<file path="config.mk">
export PLATFORM = sky130hd
export DESIGN_NAME = ssbr_ctrl
export DESIGN_NICKNAME = d
export VERILOG_FILES = /design/src/hw/rtl/supersample_box_resolve_core_defines.svh /design/src/hw/rtl/ssbr_pkg.sv /design/src/hw/rtl/ssbr_ctrl.sv
export SDC_FILE = /design/constraint.sdc
export NUM_CORES = 1
export LEC_CHECK = 0
export BUFFER_PORTS_ARGS = -buffer_cell sky130_fd_sc_hd__buf_4
export CAP_MARGIN = 20
export CELL_PAD_IN_SITES_DETAIL_PLACEMENT = 0
export CELL_PAD_IN_SITES_GLOBAL_PLACEMENT = 2
export CORE_AREA = 2 2 39 41
export CTS_BUF_LIST = sky130_fd_sc_hd__clkbuf_16
export DETAILED_ROUTE_END_ITERATION = 8
export DIE_AREA = 0 0 41 43
export PLACE_DENSITY = 0.69
export SYNTH_ARGS = -nofsm -noshare
export SYNTH_HDL_FRONTEND = slang
export SYNTH_SLANG_ARGS = --single-unit
</file>
<file path="constraint.sdc">
create_clock -name clock -period 1.21 [get_ports clock]
set_input_delay 0.0605 -clock clock [delete_from_list [all_inputs] [get_ports clock]]
set_output_delay 0.0605 -clock clock [all_outputs]
set_load 0.1 [all_outputs]
</file>
<file path="src/hw/rtl/supersample_box_resolve_core_defines.svh">
// Assertion macros shared by the supersample box resolve RTL.
`ifndef SUPERSAMPLE_BOX_RESOLVE_CORE_DEFINES_SVH
`define SUPERSAMPLE_BOX_RESOLVE_CORE_DEFINES_SVH

// Same-cycle implication, sampled on clock and disabled during reset.
`define SSBR_ASSERT_IMPLIES(label, ante, cons, msg) \
   label: assert property (@(posedge clock) disable iff (reset) (ante) |-> (cons)) \
      else $error(msg);

// Next-cycle implication, sampled on clock and disabled during reset.
`define SSBR_ASSERT_NEXT(label, ante, cons, msg) \
   label: assert property (@(posedge clock) disable iff (reset) (ante) |=> (cons)) \
      else $error(msg);

`endif

</file>
<file path="src/hw/rtl/ssbr_pkg.sv">
// Types and fixed constants of the supersample box resolve block.
`timescale 1ns / 1ps

package ssbr_pkg;

   // Field widths fixed by the interface.
   localparam int CHAN_W     = 8;
   localparam int SUM_W      = 16;
   localparam int POS_W      = 11;
   localparam int CFG_RATE_W = 3;
   localparam int CFG_SIZE_W = 12;
   localparam int CSR_IDX_W  = 2;
   localparam int NUM_LANES  = 4;
   localparam int MAX_HEIGHT = 2048;
   localparam int DIV_CNT_W  = $clog2(SUM_W);

   // Register indexes of the configuration port.
   localparam logic [CSR_IDX_W-1:0] CSR_RATE         = 2'd0;
   localparam logic [CSR_IDX_W-1:0] CSR_PIXEL_WIDTH  = 2'd1;
   localparam logic [CSR_IDX_W-1:0] CSR_PIXEL_HEIGHT = 2'd2;

   // Register reset values.
   localparam logic [CFG_RATE_W-1:0] RATE_RESET         = 3'd1;
   localparam logic [CFG_SIZE_W-1:0] PIXEL_WIDTH_RESET  = 12'd640;
   localparam logic [CFG_SIZE_W-1:0] PIXEL_HEIGHT_RESET = 12'd480;

   // Largest value an averaged channel may take.
   localparam logic [SUM_W-1:0] CHAN_MAX = 16'd255;

   typedef struct packed {
      logic [CHAN_W-1:0] sample_r;
      logic [CHAN_W-1:0] sample_g;
      logic [CHAN_W-1:0] sample_b;
      logic [CHAN_W-1:0] sample_a;
   } req_payload_type;

   typedef struct packed {
      logic [CHAN_W-1:0] out_r;
      logic [CHAN_W-1:0] out_g;
      logic [CHAN_W-1:0] out_b;
      logic [CHAN_W-1:0] out_a;
      logic [POS_W-1:0]  pixel_col;
      logic [POS_W-1:0]  pixel_row;
      logic              frame_end;
   } rsp_payload_type;

   typedef struct packed {
      logic [CSR_IDX_W-1:0]  reg_index;
      logic [CFG_SIZE_W-1:0] wdata;
   } csr_payload_type;

   // Commands from the controller to the datapath.
   typedef struct packed {
      logic clear_wr;
      logic accept;
      logic acc;
      logic div_step;
      logic emit;
   } ctrl_cmd_type;

   // Status from the datapath to the controller.
   typedef struct packed {
      logic clear_last;
      logic pixel_done;
      logic div_last;
      logic out_free;
   } dp_status_type;

endpackage

</file>
<file path="src/hw/rtl/ssbr_ctrl.sv">
// Controller state machine of the supersample box resolve block.
`timescale 1ns / 1ps

module ssbr_ctrl import ssbr_pkg::*; (
   input  logic          clock,
   input  logic          reset,
   input  logic          req_valid,
   input  dp_status_type status,
   output logic          req_ready,
   output ctrl_cmd_type  cmd
);

   localparam logic [2:0] ST_CLEAR = 3'd0;
   localparam logic [2:0] ST_IDLE  = 3'd1;
   localparam logic [2:0] ST_ACC   = 3'd2;
   localparam logic [2:0] ST_DIV   = 3'd3;
   localparam logic [2:0] ST_EMIT  = 3'd4;

   logic [2:0] state_ff;
   logic [2:0] state_in;

   // Next state.
   always_comb begin
      state_in = state_ff;
      case (state_ff)
         ST_CLEAR: begin
            if (status.clear_last) state_in = ST_IDLE;
         end
         ST_IDLE: begin
            if (req_valid) state_in = ST_ACC;
         end
         ST_ACC: begin
            state_in = status.pixel_done ? ST_DIV : ST_IDLE;
         end
         ST_DIV: begin
            if (status.div_last) state_in = ST_EMIT;
         end
         ST_EMIT: begin
            if (status.out_free) state_in = ST_IDLE;
         end
         default: begin
            state_in = ST_IDLE;
         end
      endcase
   end

   always_ff @(posedge clock) begin
      if (reset) begin
         state_ff <= ST_CLEAR;
      end else begin
         state_ff <= state_in;
      end
   end

   // Commands decoded from the state.
   always_comb begin
      req_ready    = (state_ff == ST_IDLE);
      cmd.clear_wr = (state_ff == ST_CLEAR);
      cmd.accept   = (state_ff == ST_IDLE) && req_valid;
      cmd.acc      = (state_ff == ST_ACC);
      cmd.div_step = (state_ff == ST_DIV);
      cmd.emit     = (state_ff == ST_EMIT) && status.out_free;
   end

endmodule

</file>
After elaboration in Yosys (flattened, before gate mapping). Cells that the tools add are included.

Flip-flop bits (word level): 3. Bits in latches: 0. Memory bits (writable): 0. Bits in read-only memories: 0. Input bits: 7. Output and inout port bits: 6. Memories kept: 0.

Add/subtract/negate cells: 0. Multipliers: 0. Div/mod/pow operators: 0. Order comparisons: 0. Eq/ne operators: 8. Shift-type cells: 0. Mux-type cells: 6. Bitwise logic cells: 0. Reduce and logical (&&, ||, !) cells: 4.

Operators with widths (count): 3-bit case mux with 5 select lines (1); 3-bit two-way mux (4); 2-bit != test (second input constant) (4); 3-bit by 2-bit == test with 1-bit output (second input constant) (2); 4-bit AND reduction (1); 3-bit by 1-bit == test with 1-bit output (second input constant) (1); 3-bit == test (second input constant) (1); 3-bit zero test (1); 1-bit logical AND (2); 2-bit two-way mux (1).

Longest topological paths before layout. Gate-level depths: netlist of the first run.

Depth in word-level cells: 3. Depth in mapped cells: 4.

Least setup slack after synthesis of the first run. Ideal clock, no wire load.

Path kind: register to output. From: register state_ff[2]. To: output port cmd[2] (netlist name). Data arrival time: 2634 ps. Required time: 1150 ps. Path slack: -1485 ps. Cell stages (with the launch flop): 3. Cell sequence: dfxtp_1 buf_4 nor3b_1.

RTL lines: start, declared (RTL line ssbr_ctrl.sv:19) `logic [2:0] state_ff;`; start signal, assigned (RTL line ssbr_ctrl.sv:51) `state_ff <= state_in;`; end, declared (RTL line ssbr_ctrl.sv:10) `output ctrl_cmd_type cmd`.

==> results of run 1 <==
layer usage:
| metal | part of all wire [%] | vias to the layer above | GRT usage, % | wire (um) |
|---|---|---|---|---|
| met2 | 57 | 5 | 12.50 | 346 |
| met5 | 0 | - | 0 | 0 |
| met1 | 37 | 119 | 8.013 | 226 |
| li1 | - | 126 | - | - |
| met3 | 2.9 | 2 | 3.141 | 18 |
| met4 | 3.1 | 0 | 6.000 | 19 |
kinds of logic (layout without fill, tap and decap cells):
| group | Yosys count | count (layout) | synth area share, % |
|---|---|---|---|
| buffers and inverters | 3 | 23 | 11.11 |
| AO/OA/AOI/OAI | 4 | 4 | 15.43 |
| AND/OR/NAND/NOR | 12 | 12 | 33.96 |
| multiplexers | 2 | 2 | 9.877 |
| flip-flops | 3 | 3 | 29.63 |
area by class of cell:
type	instances	area share (%)
clock inverter	1	0.7075
inverter	1	0.7075
multi-input combinational	18	31.60
sequential	3	12.97
tap	16	3.774
clock buffer	3	14.15
timing repair buffer	18	36.08
how the worst max path moves through the flow:
stage | start | end | slack, ns | cells after the start
after CTS | state_ff[1]$_SDFFE_PP0P_ | cmd[1] | 0.002 | 2
after detailed placement | state_ff[1]$_SDFFE_PP0P_ | cmd[0] | 0.10 | 3
after floorplan | state_ff[2]$_SDFFE_PP0P_ | cmd[3] | -0.38 | 4
after global routing | state_ff[2]$_SDFFE_PP0P_ | cmd[3] | -0.02 | 4
after global placement | state_ff[1]$_SDFFE_PP0P_ | cmd[0] | 0.12 | 3
final | state_ff[2]$_SDFFE_PP0P_ | cmd[3] | 0.02 | 4
what timing repair did:
item	in CTS	in global routing
endpoints found under the setup margin	6	5
pin swaps	1	1
buffers inserted	0	3
resized for setup	15	5
hold buffers	0	0
per-stage QoR:
stage / instances / setup WS, ns
2_1_floorplan: 24 / -0.3763
3_3_place_gp: 53 / 0.1230
5_1_grt: 60 / -0.02279
4_1_cts: 57 / 0.002220
6_report: 60 / 0.01681
3_5_place_dp: 53 / 0.1039
cell usage in the layout (no fill, tap or decap), drive strengths merged:
cell type	count
inv	2
and2	1
a211oi	2
o211ai	1
nor3b	1
clkbuf	3
nor2	4
nand2b	1
a32oi	1
buf	18
nor3	1
nand3b	1
mux2i	2
and3b	1
dfxtp	3
and3	1
nand2	1
power breakdown:
group / total, uW / switching (uW) / internal, uW
Sequential: 118 / 12.3 / 105
Combinational: 232 / 141 / 91.1
Clock: 520 / 93.5 / 426
Total: 870 / 247 / 623
worst max-delay path, delay by kind of cell, from the launching register on:
family	cells	cell delay, ns
simple gates	3	0.41
flops	1	0.34
buf+inv	1	0.16
==> metrics.cfg, run 1 <==
[timing]
hold_slack_ns=0.007654
period_minus_slack_ns=1.193
worst_slew_pin_slew_ns=0.2786
hold_viol=0
grt_setup_unrepaired=true
finalSetupTns_ns=0
slew_headroom_pct=81.58
slew_viol_final=0
clock_skew_ns=0.002832
fin_crit_sh_pct=98.61
fmax_mhz=838.1
setup-violations-final=0

[routing]
ant_nets=0
drtIter0Drc=0
wirelength_um=611
wl_per_cell_um=10.18
drc_errors=0
via_per_inst=4.200
vias=252
firstDrtPassIters=1

[cells_and_area]
regMostFlops=state_ff
layout_top_registers=state_ff (3)
largest_reg_flops=3
regArea_um2=68.82
multi_input_area_um2=167.7
antennaDiodeCount=0
n_fill_cell=130
drive_above_1_share_pct=72.73
synthToLayoutAreaGrowth_pct=161.7
fin_area_um2=530.5
final_nets=52
post-route-util_pct=38.34

[clock_tree]
cts_made_buffers=3
clkTransAtPathRegs_ns=0.03
cts_tree=yes
clock_path_buffers=2
htree_levels=1
clk_root_buffer_cell=clkbuf_16
insertion_delay_ns=0.22
clkSinkCount=3

[placement]
portBuffers=12
placed_area_um2=357.8
dp_hpwl_um=425.4
place_congestion=0.7114

[setup_path]
r2r-end=state_ff[1]$_SDFFE_PP0P_
worst-setup-path-type=reg -> out
required_ns=1.15
crit_path_top_delay_cell=dfxtp_2
reg2reg_from=state_ff[0]$_SDFFE_PP0P_
reg2regPathDepth=5
startpoint_type=flip-flop
path_cells=nand2b_4 > nor2_4 > and2_4 > buf_12
cp_data_arrival_time_ns=1.13
worst_setup_path_end_kind=output pin
cpPeakStageDelay_ns=0.34
reg2reg_setup_slack_ns=0.16
crit_fanout=6

[min_path]
holdPathEnd=state_ff[0]$_SDFFE_PP0P_
min_from=reset
hold_path_class=in -> reg
hold_depth=2

[synth]
syn_avg_cell_area_um2=8.446
syn_inst=24
syn_nets=31
synth_cell_type_count=18
seq_area_frac_synth_pct=29.63
syn-cell-area_um2=202.7
ys_top_cells_by_count=dfxtp_1 (3), nor2_1 (3), a211oi_1 (2), mux2i_1 (2)
ys.flop_type=dfxtp_1
yosys_warnings=0
synth_top_area_share_pct=29.63
synth_seq_cells=3
netlist_top_cells_area=dfxtp_1 (30%), mux2i_1 (9.9%), a211oi_1 (7.4%)
synth_top_cell_by_area=dfxtp_1
synth_edf_count=0
synthArstFlopShare_pct=0

[run_status]
status=completed

[global_route]
grt_max_degree=8
grt_pass1_vias=226
grt_use_total_pct=8.024
grt_pass1_wl_um=897
antenna_found_initial=0
grt-ovfl-total=0

[die]
ios=13
rows=14
start_util_pct=14.65
die_area_um2=1763
core_um2=1384
die_w_um=41
die_y_um=43

[power_and_ir_drop]
vdd_drop_max_mv=0.6172
leakage_uw=0.0002285
p_total_uw=869.6
p_per_area_nw_per_um2=1639

[flow_run]
cap_violations=0

(Power assumes the default switching activity.)
==> inputs of run 2 (changes only) <==
--- a/config.mk
+++ b/config.mk
@@ -13,7 +13,7 @@
 export CTS_BUF_LIST = sky130_fd_sc_hd__clkbuf_16
 export DETAILED_ROUTE_END_ITERATION = 8
 export DIE_AREA = 0 0 41 43
-export PLACE_DENSITY = 0.69
+export PLACE_DENSITY = 0.56
 export SYNTH_ARGS = -nofsm -noshare
 export SYNTH_HDL_FRONTEND = slang
 export SYNTH_SLANG_ARGS = --single-unit
==> run 2 against run 1 <==
Compared with the run above: clock power barely moved; highest routed layer is now met3; critical path depth did not move; clock skew barely moved; sequential power barely moved; critical endpoint unchanged; final area did not move; non-clock buffer count fell by 1.
==> metrics.cfg, run 2 (synthesis gave the netlist of run 1 again) <==
[run_status]
status=completed

[setup_path]
cp_data_arrival_time_ns=1.12  ; about the same
required_ns=1.15  ; about the same
path_cells=nand2b_4 > nor2_4 > and2_4 > buf_12
worst_setup_path_end_kind=output pin
startpoint_type=flip-flop
cpLargestDelayFamily=simple AND/OR/NAND/NOR gates
cpPeakStageDelay_ns=0.35  ; about the same
crit_path_top_delay_cell=dfxtp_4
crit_buf_inv=1  ; unchanged
crit_fanout=5  ; -1
worst-setup-path-type=reg -> out

[timing]
hold_slack_ns=0.01407  ; +0.006417 ns
slew_headroom_pct=81.45  ; -0.13 points
hold_viol=0  ; unchanged
worst_slew_pin_slew_ns=0.2805  ; +0.001920 ns
fmax_mhz=845.6  ; +0.89%
slew_viol_final=0  ; unchanged
period_minus_slack_ns=1.183  ; -0.01054 ns
clock_skew_ns=0.002352  ; -0.0004804 ns
fin_crit_sh_pct=97.74  ; -0.87 points
grt_setup_unrepaired=true
setup-violations-final=0  ; unchanged

[routing]
ant_nets=0  ; unchanged
drc_errors=0  ; unchanged
firstDrtPassIters=4  ; +3
wirelength_um=635  ; +3.9%
wl_per_cell_um=10.76  ; +5.7%
via_per_inst=3.932  ; -6.4%
vias=232  ; -7.9%
drtIter0Drc=3  ; +3

[cells_and_area]
regArea_um2=71.32  ; +3.6%
antennaDiodeCount=0  ; unchanged
regMostFlops=state_ff
fin_cells=59  ; -1.7%
fin_area_um2=530.5  ; unchanged
drive_above_1_share_pct=72.09  ; -0.63 points
layout_common_cells=buf_4 (10), buf_12 (4), clkbuf_16 (3), buf_6 (3), dfxtp_4 (3)
final_nets=51  ; -1.9%
largest_reg_flops=3  ; unchanged
final_common_cell=buf_4
multi_input_area_um2=167.7  ; unchanged
synthToLayoutAreaGrowth_pct=161.7  ; unchanged
n_fill_cell=138  ; +6.2%
layout_top_registers=state_ff (3)

[flow_run]
cap_violations=0  ; unchanged

[clock_tree]
cts_tree=yes
clk_root_buffer_cell=clkbuf_16
htree_levels=1  ; unchanged
ctsHoldBuffers=0  ; unchanged
insertion_delay_ns=0.22  ; about the same
clkSinkCount=3  ; unchanged
cts_made_buffers=3  ; unchanged
clkTransAtPathRegs_ns=0.03  ; about the same
clock_path_buffers=2  ; unchanged

[die]
rows=14  ; unchanged
die_w_um=41  ; unchanged
ios=13  ; unchanged
die_area_um2=1763  ; unchanged
die_y_um=43  ; unchanged
start_util_pct=14.65  ; unchanged
core_um2=1384  ; unchanged

[power_and_ir_drop]
leakage_uw=0.0002262  ; -1.0%
p_total_uw=866.9  ; -0.32%
vdd_drop_max_mv=0.5621  ; -8.9%
p_per_area_nw_per_um2=1634  ; -0.32%

[global_route]
grt_pass1_wl_mm=1.014  ; +13%
antenna_found_initial=0  ; unchanged
grt_max_degree=9  ; +1
grt_pass1_vias=253  ; +12%
grt_use_total_pct=9.529  ; +1.5 points
grt-ovfl-total=0  ; unchanged

[min_path]
hold_path_class=in -> reg

[placement]
portBuffers=12  ; unchanged
placed_area_um2=350.3  ; -2.1%
numPlacedInstances=52  ; -1.9%
place_congestion=0.6781  ; -4.7%

==> run 2: cell count changes in the layout (fill, tap and decap cells not counted), sizes merged <==
cell | previous run | this run
buf | 18 | 17
==> run 2: worst reg2reg max path, delay by kind of cell, from the launching register on <==
| family | cells | cell delay (ns) |
|---|---|---|
| muxes | 1 | 0.19 |
| and+or+nand+nor | 1 | 0.06 |
| DFF | 1 | 0.40 |
| AOI/OAI and AO/OA | 1 | 0.19 |
==> run 2: final timing paths <==
kind / startpoint / to / slack, ns / cells past startpoint
worst max-delay path: state_ff[2]$_SDFFE_PP0P_ / cmd[3] / 0.03 / 4
worst min-delay path: reset / state_ff[0]$_SDFFE_PP0P_ / 0.01 / 2
worst min register to register: state_ff[1]$_SDFFE_PP0P_ / state_ff[1]$_SDFFE_PP0P_ / 0.57 / 2
worst max register to register: state_ff[1]$_SDFFE_PP0P_ / state_ff[0]$_SDFFE_PP0P_ / 0.27 / 3
==> run 2: what timing repair did <==
action / CTS / global route
buffers inserted: 0 / 3
resized for setup: 17 / 5
setup endpoints to repair: 6 / 5
pin swaps: 1 / 3
hold endpoints to repair: 0 / 0
==> run 2: metal layers <==
layer	GRT usage, %	wire length, um	up-vias
met5	0	0	-
met4	12.00	0	0
met2	12.19	337	9
li1	-	-	123
met3	3.141	26	0
met1	10.26	271	100
==> run 2: area by class of cell <==
cell class	instances	share of cell area, %
Sequential cell	3	13.44
Clock buffer	3	14.15
Inverter	1	0.7075
Clock inverter	1	0.7075
Tap cell	16	3.774
Timing Repair Buffer	17	35.61
Multi-Input combinational cell	18	31.60
==> run 2: power by group <==
| part | internal, uW | total, uW | switching [uW] |
|---|---|---|---|
| clock | 426 | 519 | 92.6 |
| combinational | 91.5 | 228 | 136 |
| sequential | 103 | 120 | 16.7 |
==> run 2: metrics by stage <==
step                      worst slack (ns)  utilization [%]   TNS (ns)
after floorplan                    -0.3763                -    -0.5972
after global placement              0.1044            25.32          0
after detailed placement           0.08500            25.32          0
after CTS                        -0.003342            35.26  -0.003342
after global routing              -0.01157            38.34   -0.01190
final                              0.02735            38.34          0
